===== src/rtl/sst_pkg.sv =====
// shared types and constants for the sleep timeout table
// no dependencies; imported by every module of the block
`default_nettype none

package sst_pkg;

  localparam int NUM_SLOTS  = 16;
  localparam int NUM_GROUPS = 16;

  localparam int SLOT_W   = (NUM_SLOTS > 1) ? $clog2(NUM_SLOTS) : 1;
  localparam int GPAD     = (NUM_GROUPS > 16) ? NUM_GROUPS : 16;
  localparam int GIDX_W   = $clog2(GPAD);
  localparam int GROUP_W  = (NUM_GROUPS > 1) ? $clog2(NUM_GROUPS) : 1;

  typedef enum logic [2:0] {
    CMD_OPEN    = 3'd0,
    CMD_SLEEP   = 3'd1,
    CMD_WAKEUP  = 3'd2,
    CMD_CLOSE   = 3'd3,
    CMD_CONNECT = 3'd4,
    CMD_TICK    = 3'd5
  } cmd_e;

  typedef enum logic [2:0] {
    ST_OK       = 3'd0,
    ST_FULL     = 3'd1,
    ST_BAD_CMD  = 3'd2,
    ST_AS_IS    = 3'd3,
    ST_NOT_OPEN = 3'd4
  } status_e;

  localparam logic KIND_DONE = 1'b0;
  localparam logic KIND_WAKE = 1'b1;

  typedef struct packed {
    logic [2:0]  command;
    logic [3:0]  group;
    logic [31:0] tag;
    logic [15:0] ticks;
  } req_t;

  typedef struct packed {
    logic        kind;
    logic [3:0]  out_group;
    logic [31:0] out_tag;
    logic [3:0]  out_slot;
    logic [2:0]  status;
    logic        last;
  } res_t;

  // command token walking down the row of slot cells
  typedef struct packed {
    logic        active;
    cmd_e        cmd;
    logic [3:0]  grp;
    logic [31:0] tag;
    logic [15:0] ticks;
    logic        claimed;
    logic [3:0]  slot;
  } tok_t;

  typedef struct packed {
    logic        valid;
    logic [3:0]  grp;
    logic [31:0] tag;
    logic [3:0]  slot;
  } wake_t;

endpackage

`default_nettype wire


===== src/rtl/sst_cell.sv =====
// one slot of the timeout table: busy flag, group, tag and tick count
// depends on sst_pkg; acts on the command token passing through it
`default_nettype none

module sst_cell (
  input  wire logic                  clk,
  input  wire logic                  rst,
  input  wire logic                  adv,
  input  wire logic [sst_pkg::SLOT_W-1:0] idx,
  input  wire sst_pkg::tok_t         tok_in,
  output sst_pkg::tok_t              tok_out,
  output sst_pkg::wake_t             wake
);
  import sst_pkg::*;

  logic        busy;
  logic [3:0]  grp;
  logic [31:0] tag;
  logic [15:0] count;

  logic  grp_hit;
  logic  rel;
  logic  claim;
  logic  dec;
  tok_t  tok_next;

  always_comb begin
    grp_hit = (grp == tok_in.grp);
    rel = tok_in.active && busy &&
          (((tok_in.cmd == CMD_WAKEUP) && grp_hit && (tag == tok_in.tag)) ||
           ((tok_in.cmd == CMD_CLOSE) && grp_hit) ||
           ((tok_in.cmd == CMD_TICK) && (count <= 16'd1)));
    claim = tok_in.active && (tok_in.cmd == CMD_SLEEP) && !busy && !tok_in.claimed;
    dec = tok_in.active && busy && (tok_in.cmd == CMD_TICK) && !rel;

    tok_next = tok_in;
    if (claim) begin
      tok_next.claimed = 1'b1;
      tok_next.slot    = 4'(idx);
    end

    wake = '0;
    if (rel) begin
      wake.valid = 1'b1;
      wake.grp   = grp;
      wake.tag   = tag;
      wake.slot  = 4'(idx);
    end
  end

  always_ff @(posedge clk) begin
    if (rst) begin
      busy           <= 1'b0;
      tok_out.active <= 1'b0;
    end else if (adv) begin
      tok_out <= tok_next;
      if (claim) begin
        busy <= 1'b1;
      end else if (rel) begin
        busy <= 1'b0;
      end
    end
  end

  always_ff @(posedge clk) begin
    if (adv && claim) begin
      grp   <= tok_in.grp;
      tag   <= tok_in.tag;
      count <= tok_in.ticks;
    end else if (adv && dec) begin
      count <= count - 16'd1;
    end
  end

endmodule

`default_nettype wire


===== src/rtl/sleep_timeout_table_core.sv =====
// sleep timeout table: top level with group table, command token and result register
// depends on sst_pkg and sst_cell (one cell per slot)
// open, connect, bad commands and unopened groups complete in the next cycle
// sleep, wakeup, close and tick walk the slot row, stalled while res_ready low holds
// the result register; no new request is taken before the token leaves the row
// reset (rst, synchronous) frees all slots and closes all groups
`default_nettype none

module sleep_timeout_table_core (
  input  wire logic          clk,
  input  wire logic          rst,
  input  wire logic          req_valid,
  output logic               req_ready,
  input  wire sst_pkg::req_t req,
  output logic               res_valid,
  input  wire logic          res_ready,
  output sst_pkg::res_t      res
);
  import sst_pkg::*;

  logic [NUM_GROUPS-1:0] group_open;
  logic                  busy;
  tok_t                  tok [NUM_SLOTS+1];
  wake_t                 wk  [NUM_SLOTS];
  wake_t                 wake_any;
  logic [NUM_SLOTS:0]    act;

  logic              adv;
  logic              req_fire;
  logic [GPAD-1:0]   open_pad;
  logic [GIDX_W-1:0] grp_idx;
  logic              open_ok;
  logic              free_found;
  logic [GROUP_W-1:0] free_idx;
  logic              is_chain;
  res_t              imm_res;
  res_t              end_res;
  tok_t              last_tok;

  assign adv       = !res_valid || res_ready;
  assign req_ready = !busy && adv;
  assign req_fire  = req_valid && req_ready;
  assign last_tok  = tok[NUM_SLOTS];

  // row of slot cells
  for (genvar i = 0; i < NUM_SLOTS; i++) begin : g_cell
    sst_cell u_cell (
      .clk     (clk),
      .rst     (rst),
      .adv     (adv),
      .idx     (SLOT_W'(i)),
      .tok_in  (tok[i]),
      .tok_out (tok[i+1]),
      .wake    (wk[i])
    );
  end

  always_comb begin
    wake_any = '0;
    for (int i = 0; i < NUM_SLOTS; i++) begin
      wake_any = wake_t'(wake_any | wk[i]);
    end
    for (int i = 0; i <= NUM_SLOTS; i++) begin
      act[i] = tok[i].active;
    end
  end

  // lowest free group and open check
  always_comb begin
    open_pad   = GPAD'(group_open);
    grp_idx    = GIDX_W'(req.group);
    open_ok    = open_pad[grp_idx];
    free_found = 1'b0;
    free_idx   = '0;
    for (int g = NUM_GROUPS - 1; g >= 0; g--) begin
      if (!group_open[g]) begin
        free_found = 1'b1;
        free_idx   = GROUP_W'(g);
      end
    end
  end

  // requests that complete at once
  always_comb begin
    is_chain = 1'b0;
    imm_res  = '0;
    imm_res.kind = KIND_DONE;
    imm_res.last = 1'b1;
    case (req.command)
      CMD_OPEN: begin
        if (free_found) begin
          imm_res.out_group = 4'(free_idx);
          imm_res.status    = ST_OK;
        end else begin
          imm_res.status    = ST_FULL;
        end
      end
      CMD_SLEEP, CMD_WAKEUP, CMD_CLOSE: begin
        if (open_ok) begin
          is_chain = 1'b1;
        end else begin
          imm_res.out_group = req.group;
          imm_res.status    = ST_NOT_OPEN;
        end
      end
      CMD_CONNECT: imm_res.status = ST_AS_IS;
      CMD_TICK:    is_chain = 1'b1;
      default:     imm_res.status = ST_BAD_CMD;
    endcase
  end

  // completion when the token leaves the last cell
  always_comb begin
    end_res      = '0;
    end_res.kind = KIND_DONE;
    end_res.last = 1'b1;
    end_res.status = ST_OK;
    if (last_tok.cmd != CMD_TICK) begin
      end_res.out_group = last_tok.grp;
    end
    if (last_tok.cmd == CMD_SLEEP) begin
      if (last_tok.claimed) begin
        end_res.out_slot = last_tok.slot;
      end else begin
        end_res.status = ST_FULL;
      end
    end
  end

  // token entry and busy flag
  always_ff @(posedge clk) begin
    if (rst) begin
      busy          <= 1'b0;
      tok[0].active <= 1'b0;
    end else begin
      if (req_fire && is_chain) begin
        busy           <= 1'b1;
        tok[0].active  <= 1'b1;
        tok[0].cmd     <= cmd_e'(req.command);
        tok[0].grp     <= req.group;
        tok[0].tag     <= req.tag;
        tok[0].ticks   <= req.ticks;
        tok[0].claimed <= 1'b0;
        tok[0].slot    <= '0;
      end else if (adv) begin
        tok[0].active <= 1'b0;
        if (last_tok.active) begin
          busy <= 1'b0;
        end
      end
    end
  end

  // group table
  always_ff @(posedge clk) begin
    if (rst) begin
      group_open <= '0;
    end else if (req_fire && (req.command == CMD_OPEN) && free_found) begin
      group_open[free_idx] <= 1'b1;
    end else if (adv && last_tok.active && (last_tok.cmd == CMD_CLOSE)) begin
      group_open <= NUM_GROUPS'(open_pad & ~(GPAD'(1) << GIDX_W'(last_tok.grp)));
    end
  end

  // result register
  always_ff @(posedge clk) begin
    if (rst) begin
      res_valid <= 1'b0;
    end else if (adv) begin
      res_valid <= (req_fire && !is_chain) || wake_any.valid || last_tok.active;
    end
  end

  always_ff @(posedge clk) begin
    if (adv) begin
      if (req_fire && !is_chain) begin
        res <= imm_res;
      end else if (wake_any.valid) begin
        res.kind      <= KIND_WAKE;
        res.out_group <= wake_any.grp;
        res.out_tag   <= wake_any.tag;
        res.out_slot  <= wake_any.slot;
        res.status    <= ST_OK;
        res.last      <= 1'b0;
      end else if (last_tok.active) begin
        res <= end_res;
      end
    end
  end

  // checks
  a_one_token: assert property (@(posedge clk) disable iff (rst) $onehot0(act))
    else $error("more than one command token in the slot row");

  a_busy_token: assert property (@(posedge clk) disable iff (rst) busy |-> $onehot(act))
    else $error("busy without a command token");

  a_idle_token: assert property (@(posedge clk) disable iff (rst) !busy |-> (act == '0))
    else $error("command token present while idle");

  a_req_effect: assert property (@(posedge clk) disable iff (rst)
    req_fire |=> (res_valid || busy))
    else $error("request accepted with no effect");

  a_wake_busy: assert property (@(posedge clk) disable iff (rst)
    wake_any.valid |-> busy)
    else $error("wake raised while idle");

endmodule

`default_nettype wire

===== config.mk =====
export PLATFORM = sky130hd
export DESIGN_NAME = sleep_timeout_table_core
export DESIGN_NICKNAME = d
export VERILOG_FILES = /design/src/rtl/sst_pkg.sv /design/src/rtl/sst_cell.sv /design/src/rtl/sleep_timeout_table_core.sv
export SDC_FILE = /design/constraint.sdc
export NUM_CORES = 2
export LEC_CHECK = 0
export BUFFER_PORTS_ARGS = -buffer_cell sky130_fd_sc_hd__buf_2
export CAP_MARGIN = 20
export CORE_MARGIN = 2
export CORE_UTILIZATION = 40
export CTS_BUF_LIST = sky130_fd_sc_hd__clkbuf_16
export DETAILED_ROUTE_END_ITERATION = 10
export PLACE_DENSITY = 0.55
export SYNTH_ARGS = -nofsm -noshare
export SYNTH_HDL_FRONTEND = slang
export SYNTH_SLANG_ARGS = --single-unit

===== constraint.sdc =====
create_clock -name clk -period 121.7 [get_ports clk]
set_input_delay 6.085 -clock clk [delete_from_list [all_inputs] [get_ports clk]]
set_output_delay 6.085 -clock clk [all_outputs]
set_load 0.02 [all_outputs]

Word-level counts from Yosys, hierarchy flattened
Index checks and enable logic that the tools add are counted.
{"block": "word_totals", "register_bits": 1880, "in_bits": 59, "output_inout_bits": 47, "wordCells": 843}
{"block": "classes", "add_sub_neg": 16, "n_lt_le_gt_ge": 19, "n_eq_ne": 104, "n_shift": 1, "n_mux": 138, "bitwise_logic": 19, "n_reduce_logical": 359}
{"op": "$mux W41", "count": 16}
{"op": "$or A41 B41 Y41", "count": 15}
{"op": "$mux W16", "count": 34}
{"op": "$eq A32 B32 Y1", "count": 16}
{"op": "$le A16 B1 Y1 const B", "count": 16}
{"op": "$sub A16 B1 Y16 const B", "count": 16}
{"op": "$logic_and A1 B1 Y1", "count": 216}
{"op": "$eq A3 B2 Y1 const B", "count": 35}
{"op": "$mux W45", "count": 2}
{"op": "$mux W4", "count": 20}
{"op": "$reduce_bool A2 Y1", "count": 35}
{"op": "$eq A4 B4 Y1", "count": 16}
{"op": "$mux W1", "count": 58}
{"op": "$eq A3 B1 Y1 const B", "count": 18}
{"op": "$eq A3 B3 Y1 const B", "count": 18}
{"op": "$logic_not A1 Y1", "count": 50}
{"op": "$mux W44", "count": 1}
{"op": "$reduce_and A2 Y1", "count": 20}
{"op": "$logic_or A1 B1 Y1", "count": 35}
{"op": "$and A16 B16 Y16", "count": 1}
{"op": "$not A16 Y16", "count": 1}
{"op": "$or A16 B16 Y16", "count": 1}
{"op": "$shl A1 B4 Y16 const A", "count": 1}
{"op": "$pmux W3 S4", "count": 1}
{"op": "other kinds (13)", "count": 14}

Longest topological paths before layout
{"block": "logic_depth", "word_depth": 24, "ltp_mapped": 14, "ltp_nobuf": 12}

Modules after synthesis
From an unflattened synthesis, not the netlist that was laid out.
{"block": "hier_totals", "cells_unflattened": 6394, "hier_area_um2": 85483.2}
{"module": "sst_cell", "n_inst": 16, "cells_per_inst": 366, "area_each_um2": 4967.3, "seq_area_each_um2": 3403.3}
{"module": "sleep_timeout_table_core", "n_inst": 1, "cells_per_inst": 538, "area_each_um2": 6007.0, "seq_area_each_um2": 3383.2}

Worst setup path after synthesis
OpenSTA, ideal clock, no wires.
{"block": "synth_timing", "path_kind": "input to register", "start": "in rst", "end": "reg g_cell[0].u_cell.tok_out[10] (netlist bit), enable pin", "setup_time_ns": 2.189, "arrival_time_ns": 43.572, "required_ns": 119.511, "setup_slack_ns": 75.939, "cell_stages": 3, "path_buffers": 2, "path_cell_list": "clkbuf_1 > clkbuf_1 > nor2_1"}
{"block": "synth_via", "elab_chain_len": 2}
{"item": "start, declared", "line": "sleep_timeout_table_core.sv:11", "source": "input wire logic rst,"}
{"item": "$not A1 Y1 (no source line)"}
{"item": "$reduce_and A2 Y1 (no source line)"}
{"item": "end signal, assigned", "line": "sst_cell.sv:56", "source": "tok_out <= tok_next;"}
{"item": "end, declared", "line": "sst_cell.sv:11", "source": "output sst_pkg::tok_t tok_out,"}
No other way between the ends.
A chain may end at the register's enable or synchronous reset.

Worst setup path in the final report
{"block": "layout_timing", "start": "in res_ready", "end": "out req_ready"}
{"block": "layout_via", "elab_chain_len": 2}
{"item": "start, declared", "line": "sleep_timeout_table_core.sv:16", "source": "input wire logic res_ready,"}
{"item": "$logic_or A1 B1 Y1", "line": "sleep_timeout_table_core.sv:40", "source": "assign adv = !res_valid || res_ready;"}
{"item": "$logic_and A1 B1 Y1", "line": "sleep_timeout_table_core.sv:41", "source": "assign req_ready = !busy && adv;"}
{"item": "end, declared", "line": "sleep_timeout_table_core.sv:13", "source": "output logic req_ready,"}
No other way between the ends.

==> metrics.cfg <==
[status]
status = finished, violations left
violations = design-rule violations

[place]
placedInstanceArea_sq_mm = 0.0795
gp_congestion = 0.925
post-dp-hpwl_um = 164000
pre_cts_slack_ps = 108530
io_buffers = 105

[global_route]
grt-ovfl-total = 0
track_usage_pct = 23.6
grt_max_degree = 160
grt_pass1_vias = 41800
grt_pass1_wl_um = 320000
antenna_found_initial = 15

[floorplan]
fp.dieW_um = 439
start_util_pct = 40.2
pin_count = 106
die_area_sq_mm = 0.192
rows = 159
core_sq_mm = 0.188
die_h_um = 439

[timing]
fin_crit_ps = 13090
worst_slew_pin_slew_ps = 1290
rsz0062_at_grt = no
setup_viol = 0
finalCritPeriodShare_pct = 10.8
hold_viol_final = 0
tns_ps = 0
slew_viol_final = 0
max_freq_mhz = 76.4
final.setup.worst_slack_ps = 108610
fin_skew_ps = 51.8
relSlewSlack_pct = 14.2

[power_and_ir_drop]
p_leak_nw = 28.0
powerDensity_mw_per_mm2 = 16.1
peakVddDrop_uv = 13.2

[routing]
drtIter0Drc = 6338
wl_um = 230000
ant_nets = 0
drcViolationCount = 4
vias = 44100
wire_per_inst_um = 29.5
vias_per_cell = 5.64
firstDrtPassIters = 11

[final_layout]
fin_nets = 5252
final_area_sq_mm = 0.0858
area_growth_syn_to_layout_pct = 13.6
fillers = 16500
drive_gt1_share_pct = 10.1

[synth]
ys_top_cells_by_area = edfxtp_1 73%, xor2_1 4.8%, xnor2_1 4.2%, a21oi_1 1.8%, nor2_1 1.7%
synth_seq_area_share_pct = 74.1
syn-num-nets = 4994
yosysTopAreaCellShare_pct = 72.7
yosysWarnings = 0
ys.flop_type = edfxtp_1
synthDominantAreaCellType = edfxtp_1
synth_edf_count = 1829
synthCells = 4903
syn_avg_cell_area_sq_um = 15.4
synth-seq-cells = 1880
syn_area_sq_mm = 0.0755
postSynth.asyncResetShare_pct = 0
synth.distinct_cells = 75

[cts]
clk_pin_slew_ps = 60
post_cts_buffers = 0
cts_sinks = 1880
h-tree-depth = 4
hold_buffers = 0
cts_root_buf = clkbuf_16
clk_latency_ps = 860
clk_path_buf_depth = 3
numCtsBuffers = 195
ctsResizeCount = 0
cts_tree = done

[worst_setup_path]
startpoint_type = input pin
worstSetupEndpointType = output port
cp_max_fo = 4
path_class = input pin to output port
cp.required_ps = 115610
cp.arrival_ps = 7010

[min_path]
holdCritPathClass = flip-flop to flip-flop

[flow_run]
cap_viol_max_count = 0

[final cells by class]
cell class / instances / area, sq um / share of cell area (%)
diodes: 6 / 15.0 / 0.0175
clock buffers: 196 / 4900 / 5.72
clock inverters: 161 / 1270 / 1.49
inverters: 64 / 245 / 0.286
multi-input cells: 2832 / 19100 / 22.2
flip-flops and latches: 1880 / 55900 / 65.2
well taps: 2495 / 3120 / 3.64
repair buffers: 188 / 1240 / 1.44
[cell families after synthesis]
kind of cell               synth area share, %
adders and majority gates                0.530
DFF                                       74.1
xor gates and xnor gates                  9.04
AOI/OAI and AO/OA                         6.58
muxes                                    0.149
and+or+nand+nor                           8.63
buffers and inverters                     1.01
[critical path, cell delays in order]
cell,delay (ps)
buf_2,160
nor2b_4,60
nor2_1,430
buf_2,270
[metal layers]
metal,vias up,track usage [%],routed length [um]
li1,19300,-,-
met1,22400,33.9,97400
met2,2093,36.0,104000
met3,296,5.59,23300
met4,10,6.22,6090
met5,-,0,69
[synth_stat cells, types with 5 or more instances]
master and n:
edfxtp_1 1829, xor2_1 415, xnor2_1 365, nor2_1 339, a21oi_1 273, nand2_1 263, nor4_1 138, o21ai_0 111
nor3_1 109, clkbuf_1 104, nand4_1 100, nand3_1 77, a222oi_1 63, a22o_1 63, inv_1 62, nand2b_1 60
a221oi_1 57, a22oi_1 55, dfxtp_1 51, ha_1 32, nand3b_1 29, a31oi_1 27, and2_1 25, nor4b_1 23
or3_1 23, nor2b_1 21, and3_1 20, buf_2 15, o31ai_1 15, and4_1 13, or4_1 13, nor3b_1 7
a21oi_2 6, a221o_1 6, or2_2 6, a211o_1 5, a21o_1 5, a31oi_4 5, and3b_1 5, mux4_2 5
o2111ai_1 5
[placed cells by master (no fill, tap or decap), types with 63 or more instances in the layout]
cell	count
nand3_1	77
nor4_1	135
a21oi_1	272
inv_1	75
nand4_1	100
nand2_1	263
clkbuf_16	196
edfxtp_1	1829
xnor2_1	365
xor2_1	415
buf_4	75
o21ai_0	111
nor2_1	336
a22o_1	63
a222oi_1	63
buf_2	107
nor3_1	107
[sequential cells by signal (all words and copies together) (netlist names)]
signal / cells
group_open: 16
g_cell.u_cell.tok_out: 913
g_cell.u_cell.count: 256
g_cell.u_cell.tag: 512
act: 1
g_cell.u_cell.busy: 16
busy: 1
g_cell.u_cell.grp: 64
res_valid: 1
res: 45
tok: 55
[power breakdown]
part | total [mW] | internal [mW] | switching [mW]
combinational | 0.0368 | 0.0103 | 0.0264
sequential | 0.760 | 0.737 | 0.0230
clock | 0.582 | 0.323 | 0.259
[path summary, 6_finish.rpt]
check / slack (ps) / startpoint / to / depth (start not counted)
worst max-delay path: 108610 / res_ready / req_ready / 4
worst max register to register: 115750 / g_cell[3].u_cell.tok_out[23] / res[8] / 12
worst min-delay path: 440 / g_cell[4].u_cell.tok_out[14] / g_cell[5].u_cell.tok_out[14] / 0
worst min register to register: 440 / g_cell[4].u_cell.tok_out[14] / g_cell[5].u_cell.tok_out[14] / 0
[per-stage QoR]
| stage | power, mW | hold slack [ps] | utilization, % | std cells |
|---|---|---|---|---|
| detailed placement | 0.810 | 435 | 42.3 | 7455 |
| global route | 1.42 | 452 | 45.7 | 7816 |
| floorplan | 0.805 | 426 | - | 4903 |
| CTS | 1.39 | 439 | 45.6 | 7812 |
| global placement | 0.809 | 434 | 42.3 | 7453 |
| finish | 1.38 | 440 | 45.7 | 7822 |
Power figures use the tool's default switching activity.
